==> src/hw/rtl/qmm_pkg.sv <==
package qmm_pkg;

  localparam int ThrW  = 8;
  localparam int AltW  = 9;
  localparam int DemW  = 13;
  localparam int CosW  = 10;
  localparam int MotW  = 15;
  localparam int ProdW = DemW + CosW;
  localparam int RotW  = 16;
  localparam int SwgW  = 15;
  localparam int QuoW  = 8;
  localparam int ScW   = QuoW + 1;
  localparam int NDiv  = QuoW;
  localparam int AddrW = 5;
  localparam int DataW = 32;

  // Nine tenths as a multiplication by a 16-bit reciprocal of ten.
  localparam int HiRecip = 9 * 6554;

  localparam logic [ThrW-1:0]        IdleReset = 8'd10;
  localparam logic [ThrW-1:0]        OmaxReset = 8'd200;
  localparam logic signed [CosW-1:0] CosReset  = 10'sd256;
  localparam logic signed [CosW-1:0] SinReset  = 10'sd0;

  typedef enum logic [2:0] {
    RegIdle,
    RegOmax,
    RegRotate,
    RegCos,
    RegSin
  } reg_idx_e;

  typedef struct packed {
    logic [ThrW-1:0]        idle;
    logic [ThrW-1:0]        omax;
    logic                   rot;
    logic signed [CosW-1:0] cs;
    logic signed [CosW-1:0] sn;
  } cfg_t;

  typedef struct packed {
    logic [ThrW-1:0]        thr;
    logic                   active;
    logic                   need;
    logic signed [RotW-1:0] roll;
    logic signed [RotW-1:0] pitch;
    logic signed [DemW-1:0] yaw;
    logic [SwgW-1:0]        swing;
    logic [SwgW-1:0]        rem;
    logic [QuoW-1:0]        quo;
  } dstage_t;

  // One restoring division step: one quotient bit of headroom*256/swing.
  function automatic dstage_t div_step(dstage_t s);
    dstage_t    r;
    logic [SwgW:0] rem2;
    r    = s;
    rem2 = {s.rem, 1'b0};
    if (rem2 >= {1'b0, s.swing}) begin
      r.rem = SwgW'(rem2 - {1'b0, s.swing});
      r.quo = {s.quo[QuoW-2:0], 1'b1};
    end else begin
      r.rem = rem2[SwgW-1:0];
      r.quo = {s.quo[QuoW-2:0], 1'b0};
    end
    return r;
  endfunction

endpackage

==> src/hw/rtl/qmm_if.sv <==
interface qmm_in_if import qmm_pkg::*; ();
  logic                   valid;
  logic                   ready;
  logic [ThrW-1:0]        desired_throttle;
  logic signed [AltW-1:0] altitude_correction;
  logic                   in_flight;
  logic signed [DemW-1:0] roll_demand;
  logic signed [DemW-1:0] pitch_demand;
  logic signed [DemW-1:0] yaw_demand;

  modport source (
    output valid, desired_throttle, altitude_correction, in_flight,
           roll_demand, pitch_demand, yaw_demand,
    input  ready
  );
  modport sink (
    input  valid, desired_throttle, altitude_correction, in_flight,
           roll_demand, pitch_demand, yaw_demand,
    output ready
  );
endinterface

interface qmm_out_if import qmm_pkg::*; ();
  logic                   valid;
  logic                   ready;
  logic signed [MotW-1:0] front_motor;
  logic signed [MotW-1:0] back_motor;
  logic signed [MotW-1:0] left_motor;
  logic signed [MotW-1:0] right_motor;
  logic                   demand_rescaled;
  logic [ThrW-1:0]        effective_throttle;

  modport source (
    output valid, front_motor, back_motor, left_motor, right_motor,
           demand_rescaled, effective_throttle,
    input  ready
  );
  modport sink (
    input  valid, front_motor, back_motor, left_motor, right_motor,
           demand_rescaled, effective_throttle,
    output ready
  );
endinterface

==> src/hw/rtl/qmm_pipe.sv <==
module qmm_pipe import qmm_pkg::*; (
  input  logic         clk_i,
  input  logic         rst_ni,
  input  cfg_t         cfg_i,
  qmm_in_if.sink       in_i,
  qmm_out_if.source    out_o
);

  localparam int NStg   = NDiv + 6;
  localparam int DivIdx = 3;
  localparam int MulIdx = NStg - 2;
  localparam int OutIdx = NStg - 1;
  localparam int MrW    = RotW + ScW;
  localparam int MyW    = DemW + ScW;

  logic [NStg-1:0] v_q;
  logic [NStg-1:0] en;

  always_comb begin
    en[OutIdx] = !v_q[OutIdx] || out_o.ready;
    for (int k = OutIdx - 1; k >= 0; k--) begin
      en[k] = !v_q[k] || en[k+1];
    end
  end

  always_ff @(posedge clk_i or negedge rst_ni) begin
    if (!rst_ni) begin
      v_q <= '0;
    end else begin
      if (en[0]) begin
        v_q[0] <= in_i.valid;
      end
      for (int k = 1; k < NStg; k++) begin
        if (en[k]) begin
          v_q[k] <= v_q[k-1];
        end
      end
    end
  end

  assign in_i.ready  = en[0];
  assign out_o.valid = v_q[OutIdx];

  // Input register.
  logic [ThrW-1:0]        s1_thr_q;
  logic signed [AltW-1:0] s1_alt_q;
  logic                   s1_fly_q;
  logic signed [DemW-1:0] s1_roll_q, s1_pitch_q, s1_yaw_q;

  always_ff @(posedge clk_i) begin
    if (en[0]) begin
      s1_thr_q   <= in_i.desired_throttle;
      s1_alt_q   <= in_i.altitude_correction;
      s1_fly_q   <= in_i.in_flight;
      s1_roll_q  <= in_i.roll_demand;
      s1_pitch_q <= in_i.pitch_demand;
      s1_yaw_q   <= in_i.yaw_demand;
    end
  end

  // Throttle cut and clamp, rotation products.
  logic [ThrW+15:0]        hi_prod;
  logic [ThrW-1:0]         hi;
  logic signed [ThrW+1:0]  thr_sum;
  logic [ThrW-1:0]         s2_thr_d;
  logic signed [ProdW-1:0] s2_pc_d, s2_rs_d, s2_rc_d, s2_ps_d;

  assign hi_prod = cfg_i.omax * 16'(HiRecip);
  assign hi      = hi_prod[ThrW+15:16];
  assign thr_sum = $signed({2'b00, s1_thr_q}) + (ThrW+2)'(s1_alt_q);

  always_comb begin
    if (s1_thr_q < cfg_i.idle) begin
      s2_thr_d = '0;
    end else if (!s1_fly_q) begin
      s2_thr_d = s1_thr_q;
    end else if (thr_sum < $signed({2'b00, cfg_i.idle})) begin
      s2_thr_d = cfg_i.idle;
    end else if (thr_sum > $signed({2'b00, hi})) begin
      s2_thr_d = hi;
    end else begin
      s2_thr_d = thr_sum[ThrW-1:0];
    end
  end

  assign s2_pc_d = ProdW'(s1_pitch_q) * ProdW'(cfg_i.cs);
  assign s2_rs_d = ProdW'(s1_roll_q) * ProdW'(cfg_i.sn);
  assign s2_rc_d = ProdW'(s1_roll_q) * ProdW'(cfg_i.cs);
  assign s2_ps_d = ProdW'(s1_pitch_q) * ProdW'(cfg_i.sn);

  logic [ThrW-1:0]         s2_thr_q;
  logic                    s2_act_q;
  logic signed [ProdW-1:0] s2_pc_q, s2_rs_q, s2_rc_q, s2_ps_q;
  logic signed [DemW-1:0]  s2_roll_q, s2_pitch_q, s2_yaw_q;

  always_ff @(posedge clk_i) begin
    if (en[1]) begin
      s2_thr_q   <= s2_thr_d;
      s2_act_q   <= s2_thr_d > cfg_i.idle;
      s2_pc_q    <= s2_pc_d;
      s2_rs_q    <= s2_rs_d;
      s2_rc_q    <= s2_rc_d;
      s2_ps_q    <= s2_ps_d;
      s2_roll_q  <= s1_roll_q;
      s2_pitch_q <= s1_pitch_q;
      s2_yaw_q   <= s1_yaw_q;
    end
  end

  // Rotation sums with a floor shift.
  logic signed [ProdW:0]  np_sum, nr_sum;
  logic signed [RotW-1:0] s3_roll_d, s3_pitch_d;

  assign np_sum = (ProdW+1)'(s2_pc_q) + (ProdW+1)'(s2_rs_q);
  assign nr_sum = (ProdW+1)'(s2_rc_q) - (ProdW+1)'(s2_ps_q);

  always_comb begin
    if (cfg_i.rot) begin
      s3_pitch_d = np_sum[ProdW -: RotW];
      s3_roll_d  = nr_sum[ProdW -: RotW];
    end else begin
      s3_pitch_d = RotW'(s2_pitch_q);
      s3_roll_d  = RotW'(s2_roll_q);
    end
  end

  logic [ThrW-1:0]        s3_thr_q;
  logic                   s3_act_q;
  logic signed [RotW-1:0] s3_roll_q, s3_pitch_q;
  logic signed [DemW-1:0] s3_yaw_q;

  always_ff @(posedge clk_i) begin
    if (en[2]) begin
      s3_thr_q   <= s2_thr_q;
      s3_act_q   <= s2_act_q;
      s3_roll_q  <= s3_roll_d;
      s3_pitch_q <= s3_pitch_d;
      s3_yaw_q   <= s2_yaw_q;
    end
  end

  // Swing above throttle and the smaller headroom.
  logic signed [RotW-1:0] yw, c0, c1, c2, c3, mx01, mx23, mx;
  logic signed [ThrW:0]   dh;
  logic [ThrW-1:0]        dh_abs, dl, hm;
  dstage_t                st0_d;

  always_comb begin
    yw     = RotW'(s3_yaw_q);
    c0     = yw - s3_pitch_q;
    c1     = yw + s3_pitch_q;
    c2     = -yw - s3_roll_q;
    c3     = s3_roll_q - yw;
    mx01   = (c1 > c0) ? c1 : c0;
    mx23   = (c3 > c2) ? c3 : c2;
    mx     = (mx23 > mx01) ? mx23 : mx01;
    dh     = $signed({1'b0, cfg_i.omax}) - $signed({1'b0, s3_thr_q});
    dh_abs = (dh < 0) ? ThrW'(-dh) : dh[ThrW-1:0];
    dl     = s3_thr_q - cfg_i.idle;
    hm     = (dh_abs < dl) ? dh_abs : dl;

    st0_d        = '0;
    st0_d.thr    = s3_thr_q;
    st0_d.active = s3_act_q;
    st0_d.need   = s3_act_q && (mx > 0) && (SwgW'(hm) < mx[SwgW-1:0]);
    st0_d.roll   = s3_roll_q;
    st0_d.pitch  = s3_pitch_q;
    st0_d.yaw    = s3_yaw_q;
    st0_d.swing  = mx[SwgW-1:0];
    st0_d.rem    = SwgW'(hm);
  end

  // Scale factor, one quotient bit per stage.
  dstage_t st_q [0:NDiv];

  always_ff @(posedge clk_i) begin
    if (en[DivIdx]) begin
      st_q[0] <= st0_d;
    end
    for (int j = 1; j <= NDiv; j++) begin
      if (en[DivIdx+j]) begin
        st_q[j] <= div_step(st_q[j-1]);
      end
    end
  end

  // Demand scaling products.
  logic signed [ScW-1:0] sc;

  assign sc = $signed({1'b0, (st_q[NDiv].quo == '0) ? QuoW'(1) : st_q[NDiv].quo});

  logic signed [MrW-1:0]  mr_q, mp_q;
  logic signed [MyW-1:0]  my_q;
  logic [ThrW-1:0]        mu_thr_q;
  logic                   mu_act_q, mu_need_q;
  logic signed [RotW-1:0] mu_roll_q, mu_pitch_q;
  logic signed [DemW-1:0] mu_yaw_q;

  always_ff @(posedge clk_i) begin
    if (en[MulIdx]) begin
      mr_q       <= MrW'(st_q[NDiv].roll) * MrW'(sc);
      mp_q       <= MrW'(st_q[NDiv].pitch) * MrW'(sc);
      my_q       <= MyW'(st_q[NDiv].yaw) * MyW'(sc);
      mu_thr_q   <= st_q[NDiv].thr;
      mu_act_q   <= st_q[NDiv].active;
      mu_need_q  <= st_q[NDiv].need;
      mu_roll_q  <= st_q[NDiv].roll;
      mu_pitch_q <= st_q[NDiv].pitch;
      mu_yaw_q   <= st_q[NDiv].yaw;
    end
  end

  // Final mix.
  logic signed [RotW-1:0] rr, pp, yy, tt;
  logic signed [RotW-1:0] fr_d, bk_d, lf_d, rt_d;

  always_comb begin
    rr = mu_need_q ? mr_q[MrW-2 -: RotW] : mu_roll_q;
    pp = mu_need_q ? mp_q[MrW-2 -: RotW] : mu_pitch_q;
    yy = mu_need_q ? RotW'($signed(my_q[MyW-2 -: DemW])) : RotW'(mu_yaw_q);
    tt = $signed(RotW'(mu_thr_q));
    if (mu_act_q) begin
      fr_d = tt - pp + yy;
      bk_d = tt + pp + yy;
      lf_d = tt - rr - yy;
      rt_d = tt + rr - yy;
    end else begin
      fr_d = tt;
      bk_d = tt;
      lf_d = tt;
      rt_d = tt;
    end
  end

  logic signed [MotW-1:0] fr_q, bk_q, lf_q, rt_q;
  logic                   resc_q;
  logic [ThrW-1:0]        thr_q;

  always_ff @(posedge clk_i) begin
    if (en[OutIdx]) begin
      fr_q   <= fr_d[MotW-1:0];
      bk_q   <= bk_d[MotW-1:0];
      lf_q   <= lf_d[MotW-1:0];
      rt_q   <= rt_d[MotW-1:0];
      resc_q <= mu_need_q;
      thr_q  <= mu_thr_q;
    end
  end

  assign out_o.front_motor        = fr_q;
  assign out_o.back_motor         = bk_q;
  assign out_o.left_motor         = lf_q;
  assign out_o.right_motor        = rt_q;
  assign out_o.demand_rescaled    = resc_q;
  assign out_o.effective_throttle = thr_q;

`ifndef NO_ASSERTIONS
  a_ready_only_when_full: assert property (@(posedge clk_i) disable iff (!rst_ni)
    !en[0] |-> (&v_q))
    else $error("input refused while the pipeline has a free stage");

  a_accept_fills_first: assert property (@(posedge clk_i) disable iff (!rst_ni)
    (in_i.valid && in_i.ready) |=> v_q[0])
    else $error("accepted transfer did not enter the pipeline");

  a_stall_holds_stage: assert property (@(posedge clk_i) disable iff (!rst_ni)
    (v_q[DivIdx] && !en[DivIdx]) |=> (v_q[DivIdx] && $stable(st_q[0])))
    else $error("stalled stage lost or changed its item");

  a_remainder_bound: assert property (@(posedge clk_i) disable iff (!rst_ni)
    (v_q[MulIdx-1] && st_q[NDiv].need) |-> (st_q[NDiv].rem < st_q[NDiv].swing))
    else $error("division remainder not below the swing");
`endif

endmodule

==> src/hw/rtl/quad_motor_mixer_with_headroom_rescale_core.sv <==
// Plus-frame quadcopter motor mixer with headroom rescaling.
//
// Input transfers on in_i carry the pilot throttle, the altitude correction,
// the in-flight flag and the roll, pitch and yaw demands. Each one gives
// exactly one transfer on out_o with the four motor commands, the rescale
// flag and the effective throttle, in order.
// The pipeline has fourteen register stages, and while out_o is not stalled
// one item can be taken in every cycle. The depth is set by the eight
// division stages that form the Q8 scale factor, one quotient bit per
// stage, and by the two multiplier stages.
// Valid bits travel with the data. When the receiver stalls, the items move
// up into any empty stages and in_i.ready falls only once every stage holds
// an item; nothing is lost or repeated.
// The APB port holds idle throttle, output maximum, rotate enable and the
// orientation cosine and sine, and should be written only while the
// pipeline is empty. pready is always high.
// Reset empties the pipeline and loads the register defaults.
module quad_motor_mixer_with_headroom_rescale_core import qmm_pkg::*; (
  input  logic             clk_i,
  input  logic             rst_ni,
  input  logic             psel,
  input  logic             penable,
  input  logic             pwrite,
  input  logic [AddrW-1:0] paddr,
  input  logic [DataW-1:0] pwdata,
  output logic [DataW-1:0] prdata,
  output logic             pready,
  qmm_in_if.sink           in_i,
  qmm_out_if.source        out_o
);

  cfg_t     cfg_q;
  reg_idx_e idx;
  logic     wr;

  assign pready = 1'b1;
  assign wr     = psel && penable && pwrite;
  assign idx    = reg_idx_e'(paddr[AddrW-1:2]);

  always_ff @(posedge clk_i or negedge rst_ni) begin
    if (!rst_ni) begin
      cfg_q <= '{idle: IdleReset, omax: OmaxReset, rot: 1'b0, cs: CosReset, sn: SinReset};
    end else if (wr) begin
      unique case (idx)
        RegIdle:   cfg_q.idle <= pwdata[ThrW-1:0];
        RegOmax:   cfg_q.omax <= pwdata[ThrW-1:0];
        RegRotate: cfg_q.rot  <= pwdata[0];
        RegCos:    cfg_q.cs   <= pwdata[CosW-1:0];
        RegSin:    cfg_q.sn   <= pwdata[CosW-1:0];
        default: begin
        end
      endcase
    end
  end

  always_comb begin
    unique case (idx)
      RegIdle:   prdata = DataW'(cfg_q.idle);
      RegOmax:   prdata = DataW'(cfg_q.omax);
      RegRotate: prdata = DataW'(cfg_q.rot);
      RegCos:    prdata = DataW'(cfg_q.cs);
      RegSin:    prdata = DataW'(cfg_q.sn);
      default:   prdata = '0;
    endcase
  end

  qmm_pipe u_pipe (
    .clk_i  (clk_i),
    .rst_ni (rst_ni),
    .cfg_i  (cfg_q),
    .in_i   (in_i),
    .out_o  (out_o)
  );

endmodule
==> src/flat_wrapper.sv <==
// flat-port wrapper written by rule: the top's interface ports become plain ports
module quad_motor_mixer_with_headroom_rescale_core_flat import qmm_pkg::*;
  (clk_i, rst_ni, psel, penable, pwrite, paddr, pwdata, prdata, pready, in_i_valid, in_i_desired_throttle, in_i_altitude_correction, in_i_in_flight, in_i_roll_demand, in_i_pitch_demand, in_i_yaw_demand, in_i_ready, out_o_valid, out_o_front_motor, out_o_back_motor, out_o_left_motor, out_o_right_motor, out_o_demand_rescaled, out_o_effective_throttle, out_o_ready);
  qmm_in_if in_i_i ();
  qmm_out_if out_o_i ();
  input  logic clk_i;
  input  logic rst_ni;
  input  logic psel;
  input  logic penable;
  input  logic pwrite;
  input  logic [AddrW-1:0] paddr;
  input  logic [DataW-1:0] pwdata;
  output logic [DataW-1:0] prdata;
  output logic pready;
  input wire logic [$bits(in_i_i.valid)-1:0] in_i_valid;
  input wire logic [$bits(in_i_i.desired_throttle)-1:0] in_i_desired_throttle;
  input wire logic [$bits(in_i_i.altitude_correction)-1:0] in_i_altitude_correction;
  input wire logic [$bits(in_i_i.in_flight)-1:0] in_i_in_flight;
  input wire logic [$bits(in_i_i.roll_demand)-1:0] in_i_roll_demand;
  input wire logic [$bits(in_i_i.pitch_demand)-1:0] in_i_pitch_demand;
  input wire logic [$bits(in_i_i.yaw_demand)-1:0] in_i_yaw_demand;
  output wire logic [$bits(in_i_i.ready)-1:0] in_i_ready;
  output wire logic [$bits(out_o_i.valid)-1:0] out_o_valid;
  output wire logic [$bits(out_o_i.front_motor)-1:0] out_o_front_motor;
  output wire logic [$bits(out_o_i.back_motor)-1:0] out_o_back_motor;
  output wire logic [$bits(out_o_i.left_motor)-1:0] out_o_left_motor;
  output wire logic [$bits(out_o_i.right_motor)-1:0] out_o_right_motor;
  output wire logic [$bits(out_o_i.demand_rescaled)-1:0] out_o_demand_rescaled;
  output wire logic [$bits(out_o_i.effective_throttle)-1:0] out_o_effective_throttle;
  input wire logic [$bits(out_o_i.ready)-1:0] out_o_ready;
  assign in_i_i.valid = in_i_valid;
  assign in_i_i.desired_throttle = in_i_desired_throttle;
  assign in_i_i.altitude_correction = in_i_altitude_correction;
  assign in_i_i.in_flight = in_i_in_flight;
  assign in_i_i.roll_demand = in_i_roll_demand;
  assign in_i_i.pitch_demand = in_i_pitch_demand;
  assign in_i_i.yaw_demand = in_i_yaw_demand;
  assign in_i_ready = in_i_i.ready;
  assign out_o_valid = out_o_i.valid;
  assign out_o_front_motor = out_o_i.front_motor;
  assign out_o_back_motor = out_o_i.back_motor;
  assign out_o_left_motor = out_o_i.left_motor;
  assign out_o_right_motor = out_o_i.right_motor;
  assign out_o_demand_rescaled = out_o_i.demand_rescaled;
  assign out_o_effective_throttle = out_o_i.effective_throttle;
  assign out_o_i.ready = out_o_ready;
  quad_motor_mixer_with_headroom_rescale_core u_core (.clk_i(clk_i), .rst_ni(rst_ni), .psel(psel), .penable(penable), .pwrite(pwrite), .paddr(paddr), .pwdata(pwdata), .prdata(prdata), .pready(pready), .in_i(in_i_i), .out_o(out_o_i));
endmodule
==> config.mk <==
export PLATFORM = sky130hd
export DESIGN_NAME = quad_motor_mixer_with_headroom_rescale_core_flat
export DESIGN_NICKNAME = d
export VERILOG_FILES = /design/src/hw/rtl/qmm_pkg.sv /design/src/hw/rtl/qmm_if.sv /design/src/hw/rtl/qmm_pipe.sv /design/src/hw/rtl/quad_motor_mixer_with_headroom_rescale_core.sv /design/src/flat_wrapper.sv
export SDC_FILE = /design/constraint.sdc
export NUM_CORES = 2
export LEC_CHECK = 0
export BUFFER_PORTS_ARGS = -buffer_cell sky130_fd_sc_hd__clkbuf_2
export CAP_MARGIN = 25
export CORE_ASPECT_RATIO = 1.1
export CORE_UTILIZATION = 55
export CTS_BUF_LIST = sky130_fd_sc_hd__clkbuf_4
export DETAILED_ROUTE_END_ITERATION = 16
export GPL_ROUTABILITY_DRIVEN = 1
export GPL_TIMING_DRIVEN = 0
export MAX_ROUTING_LAYER = met4
export PLACE_DENSITY = 0.72
export SYNTH_ARGS = -nofsm -noshare
export SYNTH_HDL_FRONTEND = slang
export SYNTH_SLANG_ARGS = --single-unit
==> constraint.sdc <==
create_clock -name clk_i -period 15.89 [get_ports clk_i]
set_clock_uncertainty 0.05 [all_clocks]
set_input_delay 0.7945 -clock clk_i [delete_from_list [all_inputs] [get_ports clk_i]]
set_output_delay 0.7945 -clock clk_i [all_outputs]
set_load 0.01 [all_outputs]
==> reports/summary.json <==
{
  "sta": {
    "rsz0062_at_grt": "no",
    "timing_hold_violations_final": 0,
    "slew_violations": 0,
    "fmax_mhz": 86.00,
    "remaining_max_slew_budget_at_the_tightest_pin_pct": 23.28,
    "timing.final.ws_setup_ps": 4262,
    "report.final.setup_viol": 0,
    "period_minus_slack_ps": 11630,
    "worst-slew-pin-transition_ps": 1151,
    "hold_ws_ps": 135.2,
    "final_min_period_over_clock_period_pct": 73.18
  },
  "global_route": {
    "total_congestion_overflow_after_global_routing": 0,
    "antenna_violations_before_repair": 8,
    "globalRouteTotalUtil_pct": 26.00,
    "grt_start_max_net_pins": 78,
    "grt_pass1_vias": 60620,
    "wire_length_of_the_first_global_routing_pass_um": 316600
  },
  "finish": {
    "ff_latch_area_um2": 36690,
    "post_route_cells_drive_above_1_share_pct": 9.914,
    "fillerInstances": 12900,
    "layout-area-overhead-vs-synth_pct": 9.905,
    "multiInputGateArea_um2": 45930,
    "nNetsFinal": 10030,
    "finish.utilization_pct": 60.86
  },
  "drt": {
    "drcViolationCount": 0,
    "drt_first_iter_violations": 2689,
    "post_drt_wl_per_cell_um": 18.90,
    "routed-via-count": 56780,
    "antenna_violating_nets_post_route": 0,
    "1st_pass_router_iterations": 8,
    "detail_route.wirelength_um": 200700,
    "viasPerCell": 5.347
  },
  "synthesis": {
    "synth_top_cell_area_share_pct": 39.93,
    "async_reset_ff_share_pct": 4.146,
    "synthMostInstantiatedCell": "sky130_fd_sc_hd__inv_1",
    "post_synth_main_area_contributors": "sky130_fd_sc_hd__edfxtp_1 40%, sky130_fd_sc_hd__fa_1 18%, sky130_fd_sc_hd__ha_1 12%",
    "post_synth_instance_area_um2": 88670,
    "synth-warning-count": 0,
    "synth_top_cell_by_area": "sky130_fd_sc_hd__edfxtp_1",
    "yosys.cell_types.count": 97,
    "syn_avg_cell_area_um2": 11.54,
    "synth_sequential_area_ratio_pct": 41.37,
    "synth_nets": 9409,
    "post_synth_edffs": 1179,
    "synth_top_cells_by_count": "1,377 x sky130_fd_sc_hd__inv_1, 1,179 x sky130_fd_sc_hd__edfxtp_1, 825 x sky130_fd_sc_hd__ha_1",
    "count_of_state_elements_after_synthesis": 1230,
    "synth_flop_cell": "sky130_fd_sc_hd__edfxtp_1",
    "synthCells": 7681
  },
  "setup_path": {
    "critical_path_arrival_ps": 12600,
    "cp_max_fo": 10,
    "cp-start-kind": "register",
    "timing_worst_setup_path_type": "register to register",
    "cp_slowest_cell": "sky130_fd_sc_hd__edfxtp_1",
    "endpoint_kind_of_the_worst_setup_timing_path": "register",
    "launch_point_of_the_critical_path": "u_core.u_pipe.s3_yaw_q[1]$_DFFE_PP_",
    "max_stage_delay_ps": 670,
    "worst_path_most_repeated_cell": "sky130_fd_sc_hd__a21oi_1",
    "worstReg2RegStart": "u_core.u_pipe.s3_yaw_q[1]$_DFFE_PP_",
    "timing.critical_path.required_ps": 16860
  },
  "clocking": {
    "clock-sinks": 1230,
    "cts-htree-levels": 5,
    "cts_setup_buffers": 0,
    "clk_latency_ps": 1310,
    "buffer_depth_of_the_longest_clock_path": 4,
    "numCtsBuffers": 325,
    "clock_tree.root_cell": "sky130_fd_sc_hd__clkbuf_4",
    "clock_tree_from_tritoncts": "yes",
    "clkSlewWorstSetupHoldPaths_ps": 70
  },
  "place": {
    "gp_routability_congestion": 0.9622,
    "post-dp-hpwl_um": 158400,
    "port_buffers": 178,
    "preCtsSetupSlack_ps": 4384
  },
  "floorplan": {
    "fp.dieArea_um2": 162800,
    "die_w_um": 384.8,
    "core_area_um2": 160100,
    "die_h_um": 423.1,
    "ioPinCount": 205,
    "initial_core_util_pct": 55.38,
    "fp-row-count": 154
  },
  "worst_hold_path": {
    "hold_class": "input pin to async pin"
  },
  "run_status": {
    "outcome": "completed"
  },
  "job": {
    "drv.max_cap_violation_count": 0
  }
}
==> per-layer routing <==
layer | track usage [%] | vias up | routed length [um]
met4 | 14.16 | 0 | 11500
met2 | 45.95 | 1514 | 105300
met3 | 4.290 | 534 | 8701
li1 | - | 26870 | -
met5 | - | - | 0
met1 | 27.57 | 27870 | 75160
==> final cells by class <==
class	instances	area share [%]
Multi-Input combinational cell	4849	47.13
Clock buffer	452	3.482
Tap cell	2106	2.704
Antenna cell	21	0.05392
Sequential cell	1230	37.64
Buffer	222	0.9719
Inverter	1380	5.325
Clock inverter	68	0.3659
Timing Repair Buffer	292	2.322
==> metrics by stage <==
stage | instance area, um^2 | setup TNS (ps) | cells
global placement | 92200 | -300550 | 9965
CTS | 97360 | 0 | 10590
floorplan | 88670 | 0 | 7681
finish | 97460 | 0 | 10620
global route | 97450 | 0 | 10620
detailed placement | 92760 | 0 | 9989
==> final timing paths <==
kind                                                              to  slack (ps)  depth (start not counted)
worst max-delay path             u_core.u_pipe.st_q[0][83]$_DFFE_PP_        4260                         47
max in group asynchronous          u_core.u_pipe.v_q[12]$_DFFE_PN0P_       15020                          2
min in group clk_i              u_core.u_pipe.s1_roll_q[9]$_DFFE_PP_         160                          2
worst min register to register   u_core.u_pipe.mu_thr_q[2]$_DFFE_PP_         310                          0
worst min-delay path                     u_core.cfg_q[3]$_DFFE_PN0P_         140                          2
worst max register to register   u_core.u_pipe.st_q[0][83]$_DFFE_PP_        4260                         47
==> cell families after synthesis <==
kind of cell,Yosys count,share of synthesized area (%)
mux,122,1.458
buf+inv,1602,6.910
flops,1230,41.37
simple gates,1782,9.911
compound gates,977,7.230
other cells,1,0.004229
fa+ha+maj,1627,29.75
xor+xnor,340,3.367
==> repair_timing <==
item | 4_1_cts | 5_1_grt
hold buffers | 85 | 0
gates resized for setup | 0 | 0
hold endpoints to repair | 147 | 0
==> layout by cell type (no fill, tap or decap), types with 20 or more instances in the layout <==
master / count
sky130_fd_sc_hd__a21oi_1: 250
sky130_fd_sc_hd__nor3_1: 79
sky130_fd_sc_hd__edfxtp_1: 1179
sky130_fd_sc_hd__nand2_1: 667
sky130_fd_sc_hd__clkbuf_1: 180
sky130_fd_sc_hd__clkbuf_2: 177
sky130_fd_sc_hd__or2_2: 21
sky130_fd_sc_hd__o21ai_0: 227
sky130_fd_sc_hd__o21bai_1: 65
sky130_fd_sc_hd__mux2_2: 43
sky130_fd_sc_hd__mux2i_1: 77
sky130_fd_sc_hd__a21o_1: 99
sky130_fd_sc_hd__o21a_1: 43
sky130_fd_sc_hd__nor2b_1: 56
sky130_fd_sc_hd__a21boi_0: 67
sky130_fd_sc_hd__or3_1: 20
sky130_fd_sc_hd__dlygate4sd3_1: 85
sky130_fd_sc_hd__nor2_1: 248
sky130_fd_sc_hd__buf_4: 25
sky130_fd_sc_hd__nand4_1: 37
sky130_fd_sc_hd__clkinv_1: 46
sky130_fd_sc_hd__diode_2: 21
sky130_fd_sc_hd__inv_1: 1372
sky130_fd_sc_hd__nor3b_1: 21
sky130_fd_sc_hd__clkbuf_4: 455
sky130_fd_sc_hd__xor2_1: 77
sky130_fd_sc_hd__xnor2_1: 262
sky130_fd_sc_hd__nand3_1: 46
sky130_fd_sc_hd__and2_1: 409
sky130_fd_sc_hd__fa_1: 802
sky130_fd_sc_hd__dfrtp_1: 45
sky130_fd_sc_hd__and3_1: 35
sky130_fd_sc_hd__o31ai_1: 67
sky130_fd_sc_hd__ha_1: 825
sky130_fd_sc_hd__nand2b_1: 91
==> critical path, delay by kind of cell (launching register included) <==
| family | cells | cell delay [ps] |
|---|---|---|
| xor gates and xnor gates | 1 | 120 |
| AOI/OAI and AO/OA | 25 | 5760 |
| buffers and inverters | 6 | 1570 |
| adders and majority gates | 5 | 1340 |
| DFF | 1 | 670 |
| and+or+nand+nor | 10 | 1830 |
==> flip-flops by register name, indices dropped and copies added (netlist names), 15 cells and up <==
signal and cells:
u_core.u_pipe.s2_rc_q 23, u_core.u_pipe.s3_pitch_q 16, u_core.u_pipe.s2_rs_q 23, u_core.u_pipe.st_q 764, u_core.u_pipe.out_o.right_motor 15, u_core.u_pipe.s2_pc_q 23
u_core.u_pipe.mr_q 15, u_core.u_pipe.s3_roll_q 16, u_core.u_pipe.mu_roll_q 15, u_core.cfg_q 37, u_core.u_pipe.mu_pitch_q 15, u_core.u_pipe.mp_q 15
u_core.u_pipe.s2_ps_q 23, u_core.u_pipe.out_o.left_motor 15, u_core.u_pipe.out_o.front_motor 15
Power is not shown: default switching activity piles up to over one toggle a cycle in this logic, so the estimate is an artifact.
